## src/rtl/dmajd_pkg.sv

```systemverilog
// ----------------------------------------------------------------------------
// Dual moving average jump detector package
// Shared widths, reset values, register indexes and pipeline depth.
// ----------------------------------------------------------------------------
package dmajd_pkg;

  // Sample and threshold widths are fixed by the sensor data format.
  localparam int unsigned SampleW = 16;
  localparam int unsigned ThreshW = 16;

  // Default number of samples in each averaging window.
  localparam int unsigned WindowDefault = 10;

  // Threshold reset values.
  localparam logic [ThreshW-1:0] VocThreshReset = 16'd1200;
  localparam logic [ThreshW-1:0] NoxThreshReset = 16'd500;

  // Configuration register indexes.
  localparam int unsigned CfgIdxW = 1;
  localparam logic [CfgIdxW-1:0] CfgVocThreshold = 1'd0;
  localparam logic [CfgIdxW-1:0] CfgNoxThreshold = 1'd1;

  // Number of pipeline slots an item can occupy, output register included.
  localparam int unsigned PipeDepth = 4;

endpackage

```

## src/rtl/dual_moving_average_jump_detector.sv

```systemverilog
// A beat accepted at the input passes the stage 1, stage 2 and stage 3 registers and then the output register.
// Throughput: one beat per cycle while the output is not stalled; the sample memory takes one write and two
// reads per cycle, and the running sums advance once per beat.
// Stalls on the output fill the four pipeline slots before in_ready_o drops.
// Reset clears all control state and the fill count at once; window slots not
// yet written count as zero through the fill count, so no clearing pass is needed after reset.
// ----------------------------------------------------------------------------
// Dual moving average jump detector
// Keeps a window of VOC and NOx samples in a circular memory, tracks running
// sums, forms floor averages and flags deviations beyond programmable limits.
// ----------------------------------------------------------------------------
module dual_moving_average_jump_detector
  import dmajd_pkg::*;
#(
  parameter int unsigned Window = WindowDefault
) (
  input  logic               clk_i,
  input  logic               rst_ni,
  // Sample input channel
  input  logic               in_valid_i,
  output logic               in_ready_o,
  input  logic [SampleW-1:0] voc_sample_i,
  input  logic [SampleW-1:0] nox_sample_i,
  // Result output channel
  output logic               out_valid_o,
  input  logic               out_ready_i,
  output logic               voc_jump_o,
  output logic               nox_jump_o,
  // Configuration write channel
  input  logic               cfg_valid_i,
  output logic               cfg_ready_o,
  input  logic [CfgIdxW-1:0] cfg_index_i,
  input  logic [ThreshW-1:0] cfg_data_i
);

  // Derived widths and the exact reciprocal used for the division by Window.
  localparam int unsigned AddrW  = $clog2(Window);
  localparam int unsigned CntW   = $clog2(Window + 1);
  localparam int unsigned SumW   = $clog2(Window * ((1 << SampleW) - 1) + 1);
  localparam int unsigned DivK   = SumW + $clog2(Window);
  localparam longint unsigned DivM = ((64'd1 << DivK) + Window - 1) / Window;
  localparam int unsigned MulW   = $clog2(DivM + 1);
  localparam int unsigned ProdW  = (SumW + MulW > DivK + SampleW) ? SumW + MulW
                                                                  : DivK + SampleW;
  localparam logic [MulW-1:0]  DivMul   = MulW'(DivM);
  localparam logic [AddrW-1:0] LastAddr = AddrW'(Window - 1);
  localparam logic [CntW-1:0]  FullCnt  = CntW'(Window);
  localparam logic [CntW-1:0]  NextCnt  = CntW'(Window - 1);

  // Handshake and stage valids.
  logic in_acc;
  logic v1_q, v2_q, v3_q, out_valid_q;
  logic adv1, adv2, adv3;
  logic s1_free, s2_free, s3_free, out_free;

  // Threshold registers.
  logic [ThreshW-1:0] voc_th_q, nox_th_q;

  // Circular window memory, pointer and fill count.
  logic [2*SampleW-1:0] win_mem_q [Window];
  logic [AddrW-1:0]     wr_ptr_q, wr_ptr_d, nxt_ptr;
  logic [CntW-1:0]      fill_q;

  // Stage 1: memory read data and the new samples.
  logic [2*SampleW-1:0] old_rd_q, next_rd_q;
  logic [SampleW-1:0]   voc1_q, nox1_q;
  logic                 old_ok1_q, next_ok1_q;
  logic [SampleW-1:0]   voc_old, nox_old;
  logic [SumW-1:0]      voc_sum_q, nox_sum_q, voc_sum_d, nox_sum_d;

  // Stage 2: updated sums and samples.
  logic [SampleW-1:0] voc2_q, nox2_q;
  logic               chk2_q;
  logic [ProdW-1:0]   voc_prod, nox_prod;

  // Stage 3: averages and samples.
  logic [SampleW-1:0] voc3_q, nox3_q, voc_avg3_q, nox_avg3_q;
  logic               chk3_q;
  logic [SampleW-1:0] voc_dev, nox_dev;

  // Output flags, which also serve as the held flags.
  logic voc_flag_q, nox_flag_q;

  // Pipeline flow: each slot moves when the next one is free or moving.
  assign out_free   = !out_valid_q || out_ready_i;
  assign adv3       = v3_q && out_free;
  assign s3_free    = !v3_q || adv3;
  assign adv2       = v2_q && s3_free;
  assign s2_free    = !v2_q || adv2;
  assign adv1       = v1_q && s2_free;
  assign s1_free    = !v1_q || adv1;
  assign in_ready_o = s1_free;
  assign in_acc     = in_valid_i && s1_free;

  always_ff @(posedge clk_i or negedge rst_ni) begin
    if (!rst_ni) begin
      v1_q        <= 1'b0;
      v2_q        <= 1'b0;
      v3_q        <= 1'b0;
      out_valid_q <= 1'b0;
    end else begin
      if (s1_free) begin
        v1_q <= in_acc;
      end
      if (s2_free) begin
        v2_q <= adv1;
      end
      if (s3_free) begin
        v3_q <= adv2;
      end
      if (out_free) begin
        out_valid_q <= adv3;
      end
    end
  end

  // Configuration writes; unknown indexes are ignored.
  assign cfg_ready_o = 1'b1;

  always_ff @(posedge clk_i or negedge rst_ni) begin
    if (!rst_ni) begin
      voc_th_q <= VocThreshReset;
      nox_th_q <= NoxThreshReset;
    end else if (cfg_valid_i) begin
      case (cfg_index_i)
        CfgVocThreshold: voc_th_q <= cfg_data_i;
        CfgNoxThreshold: nox_th_q <= cfg_data_i;
        default: begin
        end
      endcase
    end
  end

  // Write pointer wraps at Window; the read for the next-oldest slot is one ahead.
  assign wr_ptr_d = (wr_ptr_q == LastAddr) ? '0 : wr_ptr_q + 1'b1;
  assign nxt_ptr  = wr_ptr_d;

  always_ff @(posedge clk_i or negedge rst_ni) begin
    if (!rst_ni) begin
      wr_ptr_q <= '0;
      fill_q   <= '0;
    end else if (in_acc) begin
      wr_ptr_q <= wr_ptr_d;
      if (fill_q != FullCnt) begin
        fill_q <= fill_q + 1'b1;
      end
    end
  end

  // Window memory: the oldest sample is read and replaced in the same cycle,
  // and the next-oldest one is read alongside it.
  always_ff @(posedge clk_i) begin
    if (in_acc) begin
      win_mem_q[wr_ptr_q] <= {voc_sample_i, nox_sample_i};
      old_rd_q            <= win_mem_q[wr_ptr_q];
      next_rd_q           <= win_mem_q[nxt_ptr];
    end
  end

  // Stage 1 capture. Slots not yet written count as zero through the fill count.
  always_ff @(posedge clk_i) begin
    if (in_acc) begin
      voc1_q     <= voc_sample_i;
      nox1_q     <= nox_sample_i;
      old_ok1_q  <= (fill_q == FullCnt);
      next_ok1_q <= (fill_q >= NextCnt);
    end
  end

  // Running sums drop the oldest sample and add the new one.
  assign voc_old   = old_ok1_q ? old_rd_q[2*SampleW-1:SampleW] : '0;
  assign nox_old   = old_ok1_q ? old_rd_q[SampleW-1:0] : '0;
  assign voc_sum_d = voc_sum_q + SumW'(voc1_q) - SumW'(voc_old);
  assign nox_sum_d = nox_sum_q + SumW'(nox1_q) - SumW'(nox_old);

  always_ff @(posedge clk_i or negedge rst_ni) begin
    if (!rst_ni) begin
      voc_sum_q <= '0;
      nox_sum_q <= '0;
    end else if (adv1) begin
      voc_sum_q <= voc_sum_d;
      nox_sum_q <= nox_sum_d;
    end
  end

  // Stage 2 capture. The flags update only when the next-oldest VOC sample is nonzero.
  always_ff @(posedge clk_i) begin
    if (adv1) begin
      voc2_q <= voc1_q;
      nox2_q <= nox1_q;
      chk2_q <= next_ok1_q && (next_rd_q[2*SampleW-1:SampleW] != '0);
    end
  end

  // Floor division by Window as a multiply by an exact reciprocal. While an
  // item sits in stage 2 the sum registers hold exactly its sums.
  assign voc_prod = ProdW'(voc_sum_q) * ProdW'(DivMul);
  assign nox_prod = ProdW'(nox_sum_q) * ProdW'(DivMul);

  always_ff @(posedge clk_i) begin
    if (adv2) begin
      voc3_q     <= voc2_q;
      nox3_q     <= nox2_q;
      chk3_q     <= chk2_q;
      voc_avg3_q <= voc_prod[DivK +: SampleW];
      nox_avg3_q <= nox_prod[DivK +: SampleW];
    end
  end

  // Absolute deviation of each average from its new sample.
  assign voc_dev = (voc_avg3_q > voc3_q) ? voc_avg3_q - voc3_q : voc3_q - voc_avg3_q;
  assign nox_dev = (nox_avg3_q > nox3_q) ? nox_avg3_q - nox3_q : nox3_q - nox_avg3_q;

  // Output flags hold their value unless the check is enabled.
  always_ff @(posedge clk_i or negedge rst_ni) begin
    if (!rst_ni) begin
      voc_flag_q <= 1'b0;
      nox_flag_q <= 1'b0;
    end else if (adv3 && chk3_q) begin
      voc_flag_q <= (voc_dev > voc_th_q);
      nox_flag_q <= (nox_dev > nox_th_q);
    end
  end

  assign out_valid_o = out_valid_q;
  assign voc_jump_o  = voc_flag_q;
  assign nox_jump_o  = nox_flag_q;

endmodule

```

## config.mk

```make
export PLATFORM = sky130hd
export DESIGN_NAME = dual_moving_average_jump_detector
export DESIGN_NICKNAME = d
export VERILOG_FILES = /design/src/rtl/dmajd_pkg.sv /design/src/rtl/dual_moving_average_jump_detector.sv
export SDC_FILE = /design/constraint.sdc
export NUM_CORES = 2
export LEC_CHECK = 0
export BUFFER_PORTS_ARGS = -buffer_cell sky130_fd_sc_hd__buf_2
export CAP_MARGIN = 20
export CELL_PAD_IN_SITES_DETAIL_PLACEMENT = 1
export CELL_PAD_IN_SITES_GLOBAL_PLACEMENT = 1
export CORE_MARGIN = 3
export CORE_UTILIZATION = 45
export DETAILED_ROUTE_END_ITERATION = 16
export GPL_TIMING_DRIVEN = 0
export PLACE_DENSITY_LB_ADDON = 0.3
export SKIP_LAST_GASP = 1
export SYNTH_ARGS = -nofsm -noshare
export SYNTH_HDL_FRONTEND = slang
export SYNTH_SLANG_ARGS = --single-unit
export TNS_END_PERCENT = 1
```

## constraint.sdc

```tcl
create_clock -name clk_i -period 6.9 [get_ports clk_i]
set_input_delay 1.38 -clock clk_i [delete_from_list [all_inputs] [get_ports clk_i]]
set_output_delay 1.38 -clock clk_i [all_outputs]
set_load 0.01 [all_outputs]
```

Yosys cells after proc, flatten, opt, wreduce, memory -nomap -nowiden
Memory sizes are Yosys's and may differ from the RTL's. A register that Yosys moved wholly into a read port is not among the register bits.
Cells that the tools add are included.
{"block": "totals", "ramBits": 320, "register_bits": 218, "inputBits": 54, "memories": 1, "wordCells": 71}
{"name": "win_mem_q", "words": 10, "word_bits": 32, "read_ports": 2, "rd_ports_with_merged_regs": 2, "write_ports": 1, "line": "dual_moving_average_jump_detector.sv:60", "source": "logic [2*SampleW-1:0] win_mem_q [Window];"}
{"block": "op_classes", "magnitude_cmp": 5, "n_reduce_logical": 18, "eq_ne": 3, "mux": 7, "mul": 2, "bitwise": 1, "n_addsub": 10}
{"op": "20-bit by 20-bit multiplier with 39-bit output, second input constant", "count": 2}
{"op": "16-bit greater-than comparator", "count": 4}
{"op": "16-bit 2-to-1 mux", "count": 4}
{"op": "16-bit subtractor", "count": 4}
{"op": "20-bit by 16-bit adder with 20-bit output", "count": 2}
{"op": "20-bit by 16-bit subtractor with 20-bit output", "count": 2}
{"op": "16-bit nonzero test", "count": 1}
{"op": "4-bit by 1-bit adder with 4-bit output, second input constant", "count": 2}
{"op": "4-bit == test, second input constant", "count": 2}
{"op": "1-bit logical AND", "count": 6}
{"op": "2-bit AND reduction", "count": 3}
{"op": "4-bit >= comparator, second input constant", "count": 1}
{"op": "1-bit zero test", "count": 4}
{"op": "1-bit logical OR", "count": 4}
{"op": "4-bit 2-to-1 mux", "count": 1}
{"op": "4-bit inequality test, second input constant", "count": 1}
{"op": "1-bit 2-to-1 mux", "count": 2}
{"op": "1-bit inverter", "count": 1}

Depth between registers and ports, before layout
{"block": "depth", "word_depth": 11, "mapped_depth": 25}

Worst setup path after synthesis
No wires, ideal clock.
{"block": "synth_path", "kind": "flip-flop to flip-flop", "start": "reg nox_sum_q[17]", "end": "reg nox_avg3_q[11], data pin", "required_ns": 6.642, "arrival_time_ns": 5.783, "path_stages_with_launch": 25, "period_less_slack_ns": 6.041, "setup_slack_ns": 0.859, "setup_ns": 0.258, "path_cell_list": "dfrtp_1 inv_1 ha_1 inv_1 fa_1 ha_1 inv_1 fa_1 inv_1 fa_1 fa_1 inv_1 fa_1 inv_1 ha_1 a21o_1 a21o_1 a21oi_1 nand3_1 o311a_1 a31oi_1 o21ai_0 or2_2 a21oi_1 xnor2_1"}
{"block": "synth_via", "elab_chain_len": 1}
{"item": "from (decl)", "line": "dual_moving_average_jump_detector.sv:69", "source": "logic [SumW-1:0] voc_sum_q, nox_sum_q, voc_sum_d, nox_sum_d;"}
{"item": "from (signal assigned)", "line": "dual_moving_average_jump_detector.sv:182", "source": "nox_sum_q <= nox_sum_d;"}
{"item": "20-bit by 20-bit multiplier with 39-bit output", "line": "dual_moving_average_jump_detector.sv:198", "source": "assign nox_prod = ProdW'(nox_sum_q) * ProdW'(DivMul);"}
{"item": "net nox_prod[35]", "line": "dual_moving_average_jump_detector.sv:74", "source": "logic [ProdW-1:0] voc_prod, nox_prod;"}
{"item": "to (signal assigned)", "line": "dual_moving_average_jump_detector.sv:206", "source": "nox_avg3_q <= nox_prod[DivK +: SampleW];"}
{"item": "to (decl)", "line": "dual_moving_average_jump_detector.sv:77", "source": "logic [SampleW-1:0] voc3_q, nox3_q, voc_avg3_q, nox_avg3_q;"}
The timed path passes the listed nets, and every way through them passes these cells.
A chain may end at the register's enable or synchronous reset.

Final worst setup path
{"block": "layout_path", "start": "reg voc_sum_q[17]", "end": "reg voc_avg3_q[12], data pin"}
{"block": "layout_via", "elab_chain_len": 1}
{"item": "from (decl)", "line": "dual_moving_average_jump_detector.sv:69"}
{"item": "from (signal assigned)", "line": "dual_moving_average_jump_detector.sv:181", "source": "voc_sum_q <= voc_sum_d;"}
{"item": "20-bit by 20-bit multiplier with 39-bit output", "line": "dual_moving_average_jump_detector.sv:197", "source": "assign voc_prod = ProdW'(voc_sum_q) * ProdW'(DivMul);"}
{"item": "net voc_prod[36]", "line": "dual_moving_average_jump_detector.sv:74"}
{"item": "to (signal assigned)", "line": "dual_moving_average_jump_detector.sv:205", "source": "voc_avg3_q <= voc_prod[DivK +: SampleW];"}
{"item": "to (decl)", "line": "dual_moving_average_jump_detector.sv:77"}
The timed path passes the listed nets, and every way through them passes these cells.

==> flow_metrics.env <==
export IMPL_max_clock_freq_mhz=148
export IMPL_h_tree_depth=2
export IMPL_synthMuxAreaShare_pct=6.04
export IMPL_whs_ps=417
export IMPL_layout_common_cells="inv_1, ha_1, edfxtp_1"
export IMPL_antenna_found_initial=0
export IMPL_rows=111
export IMPL_yosysSeqAreaShare_pct=40.5
export IMPL_reg2reg_slack_ps=160
export IMPL_nNetsFinal=4542
export IMPL_yosys_register_bits=586
export IMPL_setup_worst_path_start_class="flip-flop"
export IMPL_stdcell_area_um2=46800
export IMPL_crit_fanout=7
export IMPL_gp_congestion=0.871
export IMPL_drc_errors=0
export IMPL_synth_simple_area_share_pct=6.36
export IMPL_synth_top_area_share_pct=35.4
export IMPL_critPathRequiredTime_ps=7280
export IMPL_die_y_um=313
export IMPL_vias_per_cell=5.49
export IMPL_arrival_ps=7120
export IMPL_postSynthAreaPerCell_um2=12.1
export IMPL_vias=27200
export IMPL_synth_nets=4395
export IMPL_dpl_cell_area_um2=44600
export IMPL_synth_fa_ha_area_share_pct=29.6
export IMPL_final_common_cell="inv_1"
export IMPL_cts_buffer_depth=3
export IMPL_fin_crit_sh_pct=97.7
export IMPL_synth_cell_types=67
export IMPL_endpoint_kind="flip-flop"
export IMPL_grt_remaining_overflow=0
export IMPL_cts_sinks=586
export IMPL_slew_headroom_pct=33.8
export IMPL_ant_nets=0
export IMPL_path_class="reg2reg"
export IMPL_netlist_instances=3514
export IMPL_cap_violations=0
export IMPL_rsz0062_at_grt="yes"
export IMPL_clk_pin_slew_ps=60
export IMPL_critPathCapture="voc_avg3_q[12]"
export IMPL_port_buffers=57
export IMPL_synthFlopType="edfxtp_1"
export IMPL_grt_pass1_vias=29600
export IMPL_fp_coreArea_um2=92500
export IMPL_slew_viol_final=0
export IMPL_async_flop_share_pct=14.7
export IMPL_wire_per_inst_um=22.6
export IMPL_numCtsBuffers=61
export IMPL_setup_viol=0
export IMPL_clock_skew_ps=36.2
export IMPL_wirelength_mm=112
export IMPL_reg2reg_from="voc_sum_q[17]"
export IMPL_period_needed_ps=6740
export IMPL_fin_util_pct=50.5
export IMPL_synthTopCellsByArea="edfxtp_1, ha_1, fa_1"
export IMPL_worstMarginPinSlew_ps=993
export IMPL_status="complete, no violations"
export IMPL_synth_top_family_by_area="adder cells"
export IMPL_worstReg2RegEnd="voc_avg3_q[12]"
export IMPL_setup_tns_ps=0
export IMPL_ff2ff_path_depth=24
export IMPL_drt_initial_drc_count=1906
export IMPL_yosys_warnings=0
export IMPL_cts_hold_buffers=0
export IMPL_fp_dieW_um=313
export IMPL_hold_viol=0
export IMPL_critPathLaunch="voc_sum_q[17]"
export IMPL_synth_compound_area_share_pct=8.35
export IMPL_first_pass_iters=5
export IMPL_area_growth_pct=10.3
export IMPL_clock_latency_ps=660
export IMPL_die_area_um2=97900
export IMPL_io_pins=59
export IMPL_dpl_hpwl_mm=88.1
export IMPL_cts_tree="built"
export IMPL_cts_root_buffer="clkbuf_16"
export IMPL_synth_edf_count=500
export IMPL_grt_first_pass_wirelength_mm=176
export IMPL_synth_xor_area_share_pct=2.77
export IMPL_start_util_pct=45.8
export IMPL_hp_class="reg2reg"
export IMPL_synthesis_area_um2=42400
export IMPL_grt_max_degree=66
export IMPL_final_layout_size_suffix_gt1_share_pct=10.0
export IMPL_grt_use_total_pct=23.2
export IMPL_yosys_area_top_type="edfxtp_1"
==> metrics by stage <==
step / cells / worst slack (ps)
floorplan: 3514 / 859
global placement: 4814 / -951
global route: 4949 / -123
finish: 4950 / 159
detailed placement: 4836 / -476
CTS: 4944 / -12.9
==> cells in the mapped netlist (all sizes together), types with 7 or more instances <==
cell type and number:
inv 607, ha 532, edfxtp 500, fa 295, nand2 178, a21oi 156
o21ai 143, and2 85, nor2 84, mux4 80, dfrtp 76, clkbuf 71
a21o 70, xnor2 67, xor2 67, a211oi 58, mux2i 50, a31oi 49
nor2b 39, nand3 33, nor3 30, nand4 29, buf 27, o21bai 24
mux2 23, nand2b 21, o21a 12, o211ai 11, or2 11, dfstp 10
nor4 10, and3 8, a21boi 7
==> sequential cells by signal, indices dropped and copies added, names as in the netlist, 20 cells and up <==
name and count:
nox_sum_q 20, old_rd_q 32, voc_sum_q 20, win_mem_q 320
==> repair_timing <==
item                                    4_1_cts  5_1_grt
resized for setup                            28       14
buffers inserted                              1        4
pin swaps                                     0        2
endpoints found under the setup margin       22       15
==> logic make-up after synthesis <==
kind of cell | count (synthesis)
adders and majority gates | 827
xor gates and xnor gates | 134
and+or+nand+nor | 541
AOI/OAI and AO/OA | 567
other | 1
DFF | 586
buffers and inverters | 705
muxes | 153
==> critical path, stage by stage, from the launching register on <==
cell,delay (ps)
dfrtp_2,500
inv_1,120
ha_1,380
clkinvlp_4,190
fa_1,500
ha_1,300
inv_1,50
fa_1,490
inv_1,60
fa_1,480
fa_1,490
inv_1,50
fa_1,540
inv_1,70
ha_1,280
nand2_1,50
nand2_1,120
a21oi_1,60
a211o_1,290
a31oi_4,270
a31oi_4,150
o21a_1,270
o31ai_1,380
a21oi_1,180
xnor2_2,180
==> area by class of cell <==
class                           instances  area (um2)
Multi-Input combinational cell       2223       22700
Buffer                                 97         385
Antenna cell                            1        2.50
Sequential cell                       586       17200
Tap cell                             1243        1560
Clock buffer                           74        1590
Timing Repair Buffer                   85         678
Inverter                              607        2290
Fill cell                            9662       45700
Clock inverter                         34         323
==> worst min-delay path by stage <==
| stage | startpoint | end | slack (ps) | cells after the start |
|---|---|---|---|---|
| after floorplan | chk2_q | chk3_q | 400 | 0 |
| after global placement | nox2_q[5] | nox3_q[5] | 400 | 0 |
| after detailed placement | voc2_q[1] | voc3_q[1] | 410 | 0 |
| after CTS | nox2_q[2] | nox3_q[2] | 410 | 0 |
| after global routing | nox2_q[2] | nox3_q[2] | 420 | 0 |
| final | nox2_q[2] | nox3_q[2] | 420 | 0 |
==> per-layer routing <==
metal  GRT usage (%)  vias up  routed length [um]
met4            4.63        0                2170
met3            3.04      160                5530
met5               0        -                   0
met1            32.3    13900               50200
li1                -    12500                   -
met2            39.1      673               54100
Power is left out: the tool's default activity adds up to more than one toggle a clock period on the data nets, which glitch-free logic cannot reach.
